File: src/sv/aesvr_ram.sv
// generic single-write, single-read ram with registered read data
module aesvr_ram #(
   parameter int WIDTH = 8,
   parameter int DEPTH = 16,
   localparam int AddrW = $clog2(DEPTH)
) (
   input  logic             clock,
   input  logic             wr_en,
   input  logic [AddrW-1:0] wr_addr,
   input  logic [WIDTH-1:0] wr_data,
   input  logic [AddrW-1:0] rd_addr,
   output logic [WIDTH-1:0] rd_data
);

   logic [WIDTH-1:0] mem_ff [DEPTH];
   logic [WIDTH-1:0] rd_data_ff;

   always_ff @(posedge clock) begin
      if (wr_en) begin
         mem_ff[wr_addr] <= wr_data;
      end
      rd_data_ff <= mem_ff[rd_addr];
   end

   assign rd_data = rd_data_ff;

endmodule

File: config.mk
export PLATFORM = sky130hd
export DESIGN_NAME = aesvr_ram
export DESIGN_NICKNAME = d
export VERILOG_FILES = /design/src/sv/aesvr_ram.sv
export SDC_FILE = /design/constraint.sdc
export NUM_CORES = 1
export LEC_CHECK = 0
export CAP_MARGIN = 20
export CORE_ASPECT_RATIO = 1.4
export CORE_UTILIZATION = 55
export DETAILED_ROUTE_END_ITERATION = 8
export DONT_BUFFER_PORTS = 1
export MAX_ROUTING_LAYER = met4
export PLACE_DENSITY = 0.75
export SYNTH_ARGS = -nofsm -noshare
export SYNTH_HDL_FRONTEND = slang
export SYNTH_SLANG_ARGS = --single-unit
File: constraint.sdc
create_clock -name clock -period 1.5 [get_ports clock]
set_input_delay 0.075 -clock clock [delete_from_list [all_inputs] [get_ports clock]]
set_output_delay 0.075 -clock clock [all_outputs]
set_load 0.005 [all_outputs]
==> results of run 1 <==
[cells in the mapped netlist (all sizes together)]
cell / number
nor2b: 1
and2b: 1
nor2: 13
a22oi: 16
nor3: 4
mux4: 32
and2: 1
dfxtp: 8
or3b: 1
nand2b: 2
nand3: 1
nand3b: 2
clkdlybuf4s25: 3
nand2: 9
edfxtp: 128
buf: 7
[repair_timing]
item | CTS | global route
setup buffers | 0 | 0
hold buffers | 8 | 1
endpoints found under the hold margin | 134 | 5
[flip-flops by register name, indices dropped and copies added, names as in the netlist]
name,flops
rd_data,8
mem_ff,128
[worst max-delay path: stages (launching register included)]
cell,delay [ns]
sky130_fd_sc_hd__edfxtp_1,0.36
sky130_fd_sc_hd__mux4_1,0.55
sky130_fd_sc_hd__a22oi_1,0.20
sky130_fd_sc_hd__nand2_1,0.12
[per-layer routing]
metal | vias to the layer above | wire length, um | track usage, %
li1 | 1049 | - | -
met2 | 111 | 4840 | 34.1
met1 | 1244 | 3770 | 26.8
met5 | - | 0 | -
met3 | 17 | 658 | 6.57
met4 | 0 | 210 | 9.94
[final timing paths]
check	slack [ns]	cells past startpoint	endpoint	startpoint
hold reg to reg	0.67	3	rd_data[2]$_DFF_P_	mem_ff[13][2]$_DFFE_PP_
setup / recovery	0.15	3	rd_data[0]$_DFF_P_	mem_ff[5][0]$_DFFE_PP_
hold / removal	-0.01	3	rd_data[2]$_DFF_P_	rd_addr[1]
setup reg to reg	0.15	3	rd_data[0]$_DFF_P_	mem_ff[5][0]$_DFFE_PP_
[layout make-up]
type                    instances  area, um^2
multi-input cells              83        1060
repair buffers                 30         248
clock buffers                  31         558
flip-flops and latches        136        4000
well taps                     107         134
clock inverters                 1        30.0
fillers                       582        2990
[stage by stage]
stage          total power [uW]  setup WS (ns)
6_report                   8590          0.147
5_1_grt                    8790          0.117
4_1_cts                    8620          0.152
3_5_place_dp               4600          0.156
3_3_place_gp               4590          0.202
2_1_floorplan              4560          0.159
[power groups by stage]
stage	Sequential, uW	Combinational [uW]	Clock, uW
2_1_floorplan	4350	216	0
3_3_place_gp	4360	232	0
3_5_place_dp	4360	236	0
4_1_cts	4290	300	4030
5_1_grt	4290	324	4180
6_report	4280	305	4000
[cells by family after synthesis]
kind of cell / Yosys count
DFF: 136
and+or+nand+nor: 35
muxes: 32
AOI/OAI and AO/OA: 16
buffers and inverters: 10
[layout by cell type, fill, tap and decap left out]
cell,instances
sky130_fd_sc_hd__nand3_1,1
sky130_fd_sc_hd__mux4_1,14
sky130_fd_sc_hd__nand2b_1,2
sky130_fd_sc_hd__nor3_1,3
sky130_fd_sc_hd__edfxtp_1,128
sky130_fd_sc_hd__nor2_1,13
sky130_fd_sc_hd__nor2b_1,1
sky130_fd_sc_hd__nor3_2,1
sky130_fd_sc_hd__buf_4,21
sky130_fd_sc_hd__mux4_2,18
sky130_fd_sc_hd__clkbuf_8,8
sky130_fd_sc_hd__bufinv_16,1
sky130_fd_sc_hd__and2b_1,1
sky130_fd_sc_hd__dfxtp_1,8
sky130_fd_sc_hd__and2_1,1
sky130_fd_sc_hd__a22oi_1,16
sky130_fd_sc_hd__nand3b_1,2
sky130_fd_sc_hd__clkbuf_16,17
sky130_fd_sc_hd__clkbuf_1,6
sky130_fd_sc_hd__or3b_2,1
sky130_fd_sc_hd__nand2_1,9
sky130_fd_sc_hd__dlygate4sd3_1,9
==> metrics.md, run 1 <==
| Metric | Value |
|---|---|
| Run status | complete, but fails checks |
| Violations in the final reports | hold timing |
| Sequential cell area fraction in the yosys report | 77.8% |
| Req. time, crit path | 1.78 ns |
| Via-per-instance ratio | 6.24 |
| Effective utilization at floorplan | 57.0% |
| Total global-route track usage | 21.9% |
| Area after DPL | 5360 um^2 |
| Worst hold margin | -0.0100 ns |
| Number of core rows | 41 |
| Unrepaired setup endpoints after global routing | no |
| Global-route wire length before repair | 14200 um |
| Synth Area in Simple Gates | 3.18% |
| Detail-routed net length per standard cell | 24.4 um |
| Worst setup path class | register to register |
| Mapped Nets | 247 |
| Fraction of synthesized area in multiplexers | 15.0% |
| Grt total ovfl | 0 |
| Net switching power figure | 1540 uW |
| Post-placement cell count | 347 |
| Violation count after the first detailed-route iteration | 161 |
| Total leakage power | 0.00203 uW |
| Final #Nets | 286 |
| Maximum number of pins on one net before global-route repair | 33 |
| Clock input transition at the sequential cells of the worst setup and hold paths | 0.05 ns |
| Largest cells by area after synthesis | sky130_fd_sc_hd__edfxtp_1 75%, sky130_fd_sc_hd__mux4_2 7.9%, sky130_fd_sc_hd__mux4_1 7.1%, sky130_fd_sc_hd__dfxtp_1 3.1%, sky130_fd_sc_hd__a22oi_1 2.3% |
| # Max-Cap Violations | 0 |
| Number of I/O pins | 26 |
| Fmax | 739 MHz |
| Setup clock skew after layout | 0.00672 ns |
| IO Port Bufs | 0 |
| Switch share | 18.0% |
| Share of the clock period used by the worst path after layout | 90.2% |
| RePlAce Congestion | 0.744 |
| Comb pwr share | 3.6% |
| Critical Path Start Type | register |
| Synthesized-area fraction occupied by adder cells | 0% |
| Antenna-violating nets left | 0 |
| Number of detailed-routing iterations run before antenna repair | 5 |
| Slew Viols, Final | 0 |
| Setup TNS | 0 ns |
| Number of flip-flops and latches in the synthesized netlist | 136 |
| Min Tclk post-route | 1.35 ns |
| Root buffer cell | sky130_fd_sc_hd__clkbuf_16 |
| Mean post-synth cell area | 22.5 um^2 |
| Clock network power share | 46.5% |
| Number of DRC violations after detailed routing | 0 |
| Post-Layout Cell Count | 388 |
| Area growth from synthesis to layout | 17.3% |
| Cell Pwr Density | 1420 nW/um^2 |
| Final cell utilization of the core | 66.9% |
| Internal Pwr Total | 7040 uW |
| CTS-repair resized insts | 0 |
| Worst-case clock buffer depth | 2 |
| Power share of the sequential group | 49.9% |
| Biggest area consumer among synthesized cells | sky130_fd_sc_hd__edfxtp_1 |
| Class of the most critical hold timing path | input pin to register |
| Maximum level of the CTS H-tree | 4 |
| Highest net fanout along the worst path | 1 |
| Count of different cell masters after synthesis | 19 |
| Crit path DAT | 1.63 ns |
| Overall die width | 83.8 um |
| Chip height | 116 um |
| IR Drop Worst-Case VDD | 955 uV |
| Dpl hpwl | 5850 um |
| Vias in the first global route | 2399 |
| Max-slew headroom at the worst pin | 60.6% |
| Yosys warnings | 0 |
| Complex-gate fraction of the synthesized area | 2.33% |
| Synthesized-area fraction occupied by xor and xnor cells | 0% |
| Clock Latency Late Sink | 0.40 ns |
| Cell area after synthesis | 5150 um^2 |
| Hold Violations, Final | 3 |
| CTS tree | built |
| Setup crit end kind | register |
| Sink count of the clock tree | 136 |
| Ant diodes | 0 |
| Area share of the largest cell type after synthesis | 74.7% |
| Total Wirelength | 9480 um |
| Layout Cell Area excl Fill | 6040 um^2 |
| Total number of vias | 2421 |
| Actual transition at the worst max-transition pin | 0.589 ns |
| Cells after Synth | 229 |
| Combinational family with the most area after synthesis | multiplexers |
| Antenna violations before repair | 0 |
| Setup violations, final | 0 |
| Area of the core | 9030 um^2 |
| Floorplan die area | 9760 um^2 |
| Proportion of layout cells with a drive suffix above 1 | 23.8% |
| Cts bufs inserted | 17 |
No activity file was read; power rests on OpenSTA's default activity.
==> run 2, diff against run 1 <==
--- a/config.mk
+++ b/config.mk
@@ -7,11 +7,11 @@
 export LEC_CHECK = 0
 export CAP_MARGIN = 20
 export CORE_ASPECT_RATIO = 1.4
-export CORE_UTILIZATION = 55
+export CORE_UTILIZATION = 40
 export DETAILED_ROUTE_END_ITERATION = 8
 export DONT_BUFFER_PORTS = 1
 export MAX_ROUTING_LAYER = met4
-export PLACE_DENSITY = 0.75
+export PLACE_DENSITY = 0.58
 export SYNTH_ARGS = -nofsm -noshare
 export SYNTH_HDL_FRONTEND = slang
 export SYNTH_SLANG_ARGS = --single-unit
==> metrics.md, run 2 (synthesis results as in run 1) <==
| Metric | Value |
|---|---|
| Run status | complete, but fails checks (unchanged) |
| Violations in the final reports | DRC (was hold timing) |
| Total global-route track usage | 17.0% (was 21.9%) |
| Largest delay contributor family on the critical path | multiplexers (unchanged) |
| Total Wirelength | 10300 um (was 9480 um) |
| Root buffer cell | sky130_fd_sc_hd__clkbuf_16 (unchanged) |
| IR Drop Worst-Case VDD | 659 uV (was 955 uV) |
| Setup crit end kind | register (unchanged) |
| Slowest Stage Delay on Critical Path | 0.49 ns (was 0.55 ns) |
| Fillers | 996 (was 582) |
| Maximum level of the CTS H-tree | 4 (unchanged) |
| Effective utilization at floorplan | 41.4% (was 57.0%) |
| Chip height | 136 um (was 116 um) |
| Crit path DAT | 1.66 ns (was 1.63 ns) |
| Worst setup path class | register to register (unchanged) |
| Critical Path Start Type | register (unchanged) |
| Most common cell after layout, fill and taps aside | sky130_fd_sc_hd__edfxtp_1 (unchanged) |
| Cell Pwr Density | 1390 nW/um^2 (was 1420 nW/um^2) |
| Setup TNS | 0 ns (unchanged) |
| Grt total ovfl | 0 (unchanged) |
| Total leakage power | 0.00203 uW (about the same) |
| Area of the core | 12400 um^2 (was 9030 um^2) |
| CTS tree | built (unchanged) |
| Critical-path cell list | mux4_1, a22oi_1, nand2_1 (unchanged) |
| Setup violations, final | 0 (unchanged) |
| Clock input transition at the sequential cells of the worst setup and hold paths | 0.05 ns (about the same) |
| Global-route wire length before repair | 15100 um (was 14200 um) |
| Post-placement setup slack | 0.154 ns (was 0.156 ns) |
| Number of core rows | 48 (was 41) |
| Commonest cells after routing, fill and taps aside | 128 x sky130_fd_sc_hd__edfxtp_1, 22 x sky130_fd_sc_hd__buf_4, 18 x sky130_fd_sc_hd__mux4_2 (was 128 x sky130_fd_sc_hd__edfxtp_1, 21 x sky130_fd_sc_hd__buf_4, 18 x sky130_fd_sc_hd__mux4_2) |
| Req. time, crit path | 1.78 ns (about the same) |
| Floorplan die area | 13300 um^2 (was 9760 um^2) |
| Dpl hpwl | 6360 um (was 5850 um) |
| Max reg flops | 128 (unchanged) |
| CTS-repair resized insts | 0 (unchanged) |
| Sink count of the clock tree | 136 (unchanged) |
| Class of the most critical hold timing path | input pin to register (unchanged) |
| Standard cell with the maximum stage delay on the critical path | sky130_fd_sc_hd__mux4_1 (unchanged) |
| Number of detailed-routing iterations run before antenna repair | 7 (was 5) |
| WP buf/inv | 0 (unchanged) |
| Via-per-instance ratio | 5.45 (was 6.24) |
| Highest net fanout along the worst path | 1 (unchanged) |
| Fmax | 724 MHz (was 739 MHz) |
| Unrepaired setup endpoints after global routing | no (unchanged) |
| # Max-Cap Violations | 0 (unchanged) |
| Overall die width | 97.9 um (was 83.8 um) |
| Total number of vias | 2358 (was 2421) |
| Vias in the first global route | 2535 (was 2399) |
| Actual transition at the worst max-transition pin | 0.603 ns (was 0.589 ns) |
| Area growth from synthesis to layout | 17.8% (was 17.3%) |
| Max-slew headroom at the worst pin | 59.7% (was 60.6%) |
| Postcts setup bufs | 0 (unchanged) |
| Setup slack after layout | 0.119 ns (was 0.147 ns) |
| Cts bufs inserted | 17 (unchanged) |
| Number of I/O pins | 26 (unchanged) |
| Maximum number of pins on one net before global-route repair | 33 (unchanged) |
| Largest register by flop count | mem_ff (unchanged) |
| Share of the clock period used by the worst path after layout | 92.0% (was 90.2%) |
| RePlAce Congestion | 0.762 (was 0.744) |
| Antenna-violating nets left | 0 (unchanged) |
| Hold Violations, Final | 0 (was 3) |
| Slew Viols, Final | 0 (unchanged) |
| Proportion of layout cells with a drive suffix above 1 | 23.7% (was 23.8%) |
| Worst-case clock buffer depth | 2 (unchanged) |
| Clock Latency Late Sink | 0.41 ns (was 0.40 ns) |
| Total power after layout | 8430 uW (was 8590 uW) |
| Min Tclk post-route | 1.38 ns (was 1.35 ns) |
| Detail-routed net length per standard cell | 23.8 um (was 24.4 um) |
| Final #Nets | 288 (was 286) |
| IO Port Bufs | 0 (unchanged) |
| Number of DRC violations after detailed routing | 2 (was 0) |
| Setup clock skew after layout | 0.00607 ns (was 0.00672 ns) |
| Antenna violations before repair | 0 (unchanged) |
| Violation count after the first detailed-route iteration | 151 (was 161) |
| Ant diodes | 0 (unchanged) |
-- run 2: stage by stage --
step / hold slack, ns / util, % / std cells / area, um^2
global route: 0.00585 / 48.8 / 433 / 6060
floorplan: 0.174 / - / 229 / 5150
global placement: 0.175 / 43.6 / 391 / 5420
finish: 0.00171 / 48.8 / 433 / 6060
detailed placement: 0.175 / 43.6 / 391 / 5420
CTS: -0.0531 / 48.6 / 431 / 6040
-- run 2: worst paths after layout --
path                           startpoint                 end  slack (ns)  cells past startpoint
setup / recovery  mem_ff[10][1]$_DFFE_PP_  rd_data[1]$_DFF_P_        0.12                      3
hold / removal                 rd_addr[1]  rd_data[3]$_DFF_P_       0.002                      3
setup reg to reg  mem_ff[10][1]$_DFFE_PP_  rd_data[1]$_DFF_P_        0.12                      3
hold reg to reg    mem_ff[4][1]$_DFFE_PP_  rd_data[1]$_DFF_P_        0.68                      3
-- run 2: power breakdown --
| group | internal (uW) | switching (uW) | leakage, uW |
|---|---|---|---|
| logic | 151 | 162 | 0.000531 |
| clock network | 2410 | 1430 | 0.000271 |
| registers | 4250 | 31.1 | 0.00122 |
-- run 2: worst reg2reg max path, delay by kind of cell, from the launching register on --
family,cells,cell delay [ns]
compound gates,1,0.32
flops,1,0.36
mux,1,0.49
simple gates,1,0.08
-- run 2: final cells by class --
type,instances,area [um^2],share of cell area (%)
multi-input cells,83,1060,17.5
flip-flops and latches,136,4000,66.0
clock buffers,20,437,7.20
clock inverters,12,109,1.79
repair buffers,32,265,4.37
well taps,150,188,3.09
-- run 2: per-layer routing --
layer	vias to the layer above	share of wire, %	global-route usage [%]
met3	9	4.7	5.30
met5	-	0	-
met2	66	54	27.7
met4	0	1.0	6.57
li1	1055	-	-
met1	1228	41	19.8
-- run 2: timing repair --
item	4_1_cts	5_1_grt
hold endpoints to repair	134	4
setup endpoints to repair	0	0
hold buffers	8	2
==> run 3, diff against run 2 <==
--- a/config.mk
+++ b/config.mk
@@ -6,12 +6,16 @@
 export NUM_CORES = 1
 export LEC_CHECK = 0
 export CAP_MARGIN = 20
+export CELL_PAD_IN_SITES_DETAIL_PLACEMENT = 0
+export CELL_PAD_IN_SITES_GLOBAL_PLACEMENT = 1
 export CORE_ASPECT_RATIO = 1.4
 export CORE_UTILIZATION = 40
 export DETAILED_ROUTE_END_ITERATION = 8
 export DONT_BUFFER_PORTS = 1
+export HOLD_SLACK_MARGIN = 0.08
 export MAX_ROUTING_LAYER = met4
-export PLACE_DENSITY = 0.58
+export PLACE_DENSITY = 0.64
+export REMOVE_ABC_BUFFERS = 1
 export SYNTH_ARGS = -nofsm -noshare
 export SYNTH_HDL_FRONTEND = slang
 export SYNTH_SLANG_ARGS = --single-unit
==> metrics.md, run 3 (synthesis results as in run 1) <==
| Metric | Value |
|---|---|
| Total Wirelength | 10000 um (was 10300 um) |
| Number of detailed-routing iterations run before antenna repair | 6 (was 7) |
| Crit path DAT | 1.65 ns (was 1.66 ns) |
| Violation count after the first detailed-route iteration | 119 (was 151) |
| Number of core rows | 48 (unchanged) |
| Power share of the sequential group | 51.2% (was 50.8%) |
| Number of DRC violations after detailed routing | 3 (was 2) |
| Critical R2R Launch | mem_ff[9][1]$_DFFE_PP_ (was mem_ff[10][1]$_DFFE_PP_) |
| Setup TNS | 0 ns (unchanged) |
| RePlAce Congestion | 0.709 (was 0.762) |
| # Max-Cap Violations | 0 (unchanged) |
| Clock input transition at the sequential cells of the worst setup and hold paths | 0.05 ns (about the same) |
| Vias in the first global route | 2511 (was 2535) |
| Floorplan die area | 13300 um^2 (unchanged) |
| Worst setup path class | register to register (unchanged) |
| Area growth from synthesis to layout | 17.6% (was 17.8%) |
| Largest register by flop count | mem_ff (unchanged) |
| Commonest cells after routing, fill and taps aside | 128 x sky130_fd_sc_hd__edfxtp_1, 18 x sky130_fd_sc_hd__mux4_2, 18 x sky130_fd_sc_hd__buf_4 (was 128 x sky130_fd_sc_hd__edfxtp_1, 22 x sky130_fd_sc_hd__buf_4, 18 x sky130_fd_sc_hd__mux4_2) |
| Max-slew headroom at the worst pin | 61.6% (was 59.7%) |
| Via-per-instance ratio | 5.48 (was 5.45) |
| Clock network power share | 44.9% (was 45.5%) |
| Hold Crit Endpoint | rd_data[5]$_DFF_P_ (was rd_data[3]$_DFF_P_) |
| Cts bufs inserted | 17 (unchanged) |
| Comb pwr share | 3.9% (was 3.7%) |
| Min-Delay Path Depth | 3 (unchanged) |
| Proportion of layout cells with a drive suffix above 1 | 22.9% (was 23.7%) |
| Detail-routed net length per standard cell | 23.3 um (was 23.8 um) |
| Start point of the worst hold path | rd_addr[0] (was rd_addr[1]) |
| Hold Violations, Final | 0 (unchanged) |
| Slew Viols, Final | 0 (unchanged) |
| Antenna violations before repair | 1 (was 0) |
| Most common cell after layout, fill and taps aside | sky130_fd_sc_hd__edfxtp_1 (unchanged) |
| Total leakage power | 0.00201 uW (was 0.00203 uW) |
| Highest net fanout along the worst path | 1 (unchanged) |
| Fmax | 732 MHz (was 724 MHz) |
| RR Endpoint | rd_data[1]$_DFF_P_ (unchanged) |
| Req. time, crit path | 1.78 ns (about the same) |
| Share of the clock period used by the worst path after layout | 91.1% (was 92.0%) |
| Root buffer cell | sky130_fd_sc_hd__clkbuf_16 (unchanged) |
| Total power after layout | 8380 uW (was 8430 uW) |
| Critical Path Start Type | register (unchanged) |
| Maximum level of the CTS H-tree | 4 (unchanged) |
| Post-Layout Cell Count | 431 (was 433) |
| Internal Pwr Total | 6780 uW (was 6810 uW) |
| Final #Nets | 285 (was 288) |
| Hold buffers post-CTS | 11 (was 8) |
| Area of the core | 12400 um^2 (unchanged) |
| Net switching power figure | 1600 uW (was 1620 uW) |
| Setup crit end kind | register (unchanged) |
| Global-route wire length before repair | 15200 um (was 15100 um) |
| Overall die width | 97.9 um (unchanged) |
| Final cell utilization of the core | 48.7% (was 48.8%) |
| CTS tree | built (unchanged) |
| Area after DPL | 5380 um^2 (was 5420 um^2) |
| CTS-repair resized insts | 0 (unchanged) |
| Max reg flops | 128 (unchanged) |
| Number of I/O pins | 26 (unchanged) |
| IR Drop Worst-Case VDD | 665 uV (was 659 uV) |
| Cell Pwr Density | 1380 nW/um^2 (was 1390 nW/um^2) |
| Chip height | 136 um (unchanged) |
| Violations in the final reports | DRC (unchanged) |
| Setup clock skew after layout | 0.00740 ns (was 0.00607 ns) |
| Actual transition at the worst max-transition pin | 0.574 ns (was 0.603 ns) |
| Setup slack on the worst flop-to-flop path | 0.13 ns (was 0.12 ns) |
| Worst-case clock buffer depth | 2 (unchanged) |
| Total global-route track usage | 16.9% (was 17.0%) |
| Maximum number of pins on one net before global-route repair | 33 (unchanged) |
| Min Tclk post-route | 1.37 ns (was 1.38 ns) |
| Run status | complete, but fails checks (unchanged) |
| Switch share | 19.1% (was 19.2%) |
| Class of the most critical hold timing path | input pin to register (unchanged) |
| Sink count of the clock tree | 136 (unchanged) |
| Dpl hpwl | 6310 um (was 6360 um) |
| IO Port Bufs | 0 (unchanged) |
| Postcts setup bufs | 0 (unchanged) |
| Total number of vias | 2360 (was 2358) |
| Effective utilization at floorplan | 41.4% (unchanged) |
| Grt total ovfl | 0 (unchanged) |
| Setup violations, final | 0 (unchanged) |
| Post-placement cell count | 387 (was 391) |
| Unrepaired setup endpoints after global routing | no (unchanged) |
| Antenna-violating nets left | 0 (unchanged) |
| Clock Latency Late Sink | 0.41 ns (about the same) |
| Depth of the worst register-to-register path | 3 (unchanged) |
| Layout Cell Area excl Fill | 6050 um^2 (was 6060 um^2) |
==> run 3: worst max-delay path, stage by stage, from the launching register on <==
cell and delay, ns:
sky130_fd_sc_hd__edfxtp_1 0.37, sky130_fd_sc_hd__mux4_1 0.56, sky130_fd_sc_hd__a22oi_1 0.20, sky130_fd_sc_hd__nand2_1 0.11
==> run 3: power groups by stage <==
| stage | Clock (uW) | Combinational, uW | Sequential [uW] |
|---|---|---|---|
| 2_1_floorplan | 0 | 170 | 4350 |
| 3_3_place_gp | 0 | 235 | 4360 |
| 3_5_place_dp | 0 | 238 | 4370 |
| 4_1_cts | 3840 | 335 | 4290 |
| 5_1_grt | 4000 | 352 | 4290 |
| 6_report | 3760 | 328 | 4290 |
==> run 3: per-layer routing <==
layer  GRT usage [%]  wire, um  share of wire [%]  up-vias
met4            7.32       119                1.2        0
met5               -         0                  0        -
met2            28.0      5330                 53       61
met3            4.42       423                4.2       10
met1            19.5      4150                 41     1235
li1                -         -                  -     1054
==> run 3: metrics by stage <==
step | hold slack (ns) | worst slack [ns]
after floorplan | 0.174 | -0.0679
after global placement | 0.175 | 0.160
after detailed placement | 0.174 | 0.127
after CTS | -0.00975 | 0.123
after global routing | 0.0147 | 0.0499
final | 0.0223 | 0.134
==> run 3: worst max path at each step <==
stage	from	to	cells after the start
5_1_grt	mem_ff[0][2]$_DFFE_PP_	rd_data[2]$_DFF_P_	3
2_1_floorplan	wr_addr[2]	mem_ff[0][0]$_DFFE_PP_	2
4_1_cts	mem_ff[9][1]$_DFFE_PP_	rd_data[1]$_DFF_P_	3
3_5_place_dp	mem_ff[9][1]$_DFFE_PP_	rd_data[1]$_DFF_P_	3
3_3_place_gp	mem_ff[9][4]$_DFFE_PP_	rd_data[4]$_DFF_P_	3
6_report	mem_ff[9][1]$_DFFE_PP_	rd_data[1]$_DFF_P_	3
==> run 3: layout make-up <==
type	instances	area (um^2)
Sequential cell	136	4000
Timing Repair Buffer	29	255
Clock buffer	29	531
Clock inverter	3	15.0
Multi-Input combinational cell	83	1060
Tap cell	150	188
Antenna cell	1	2.50
Fill cell	1016	6380
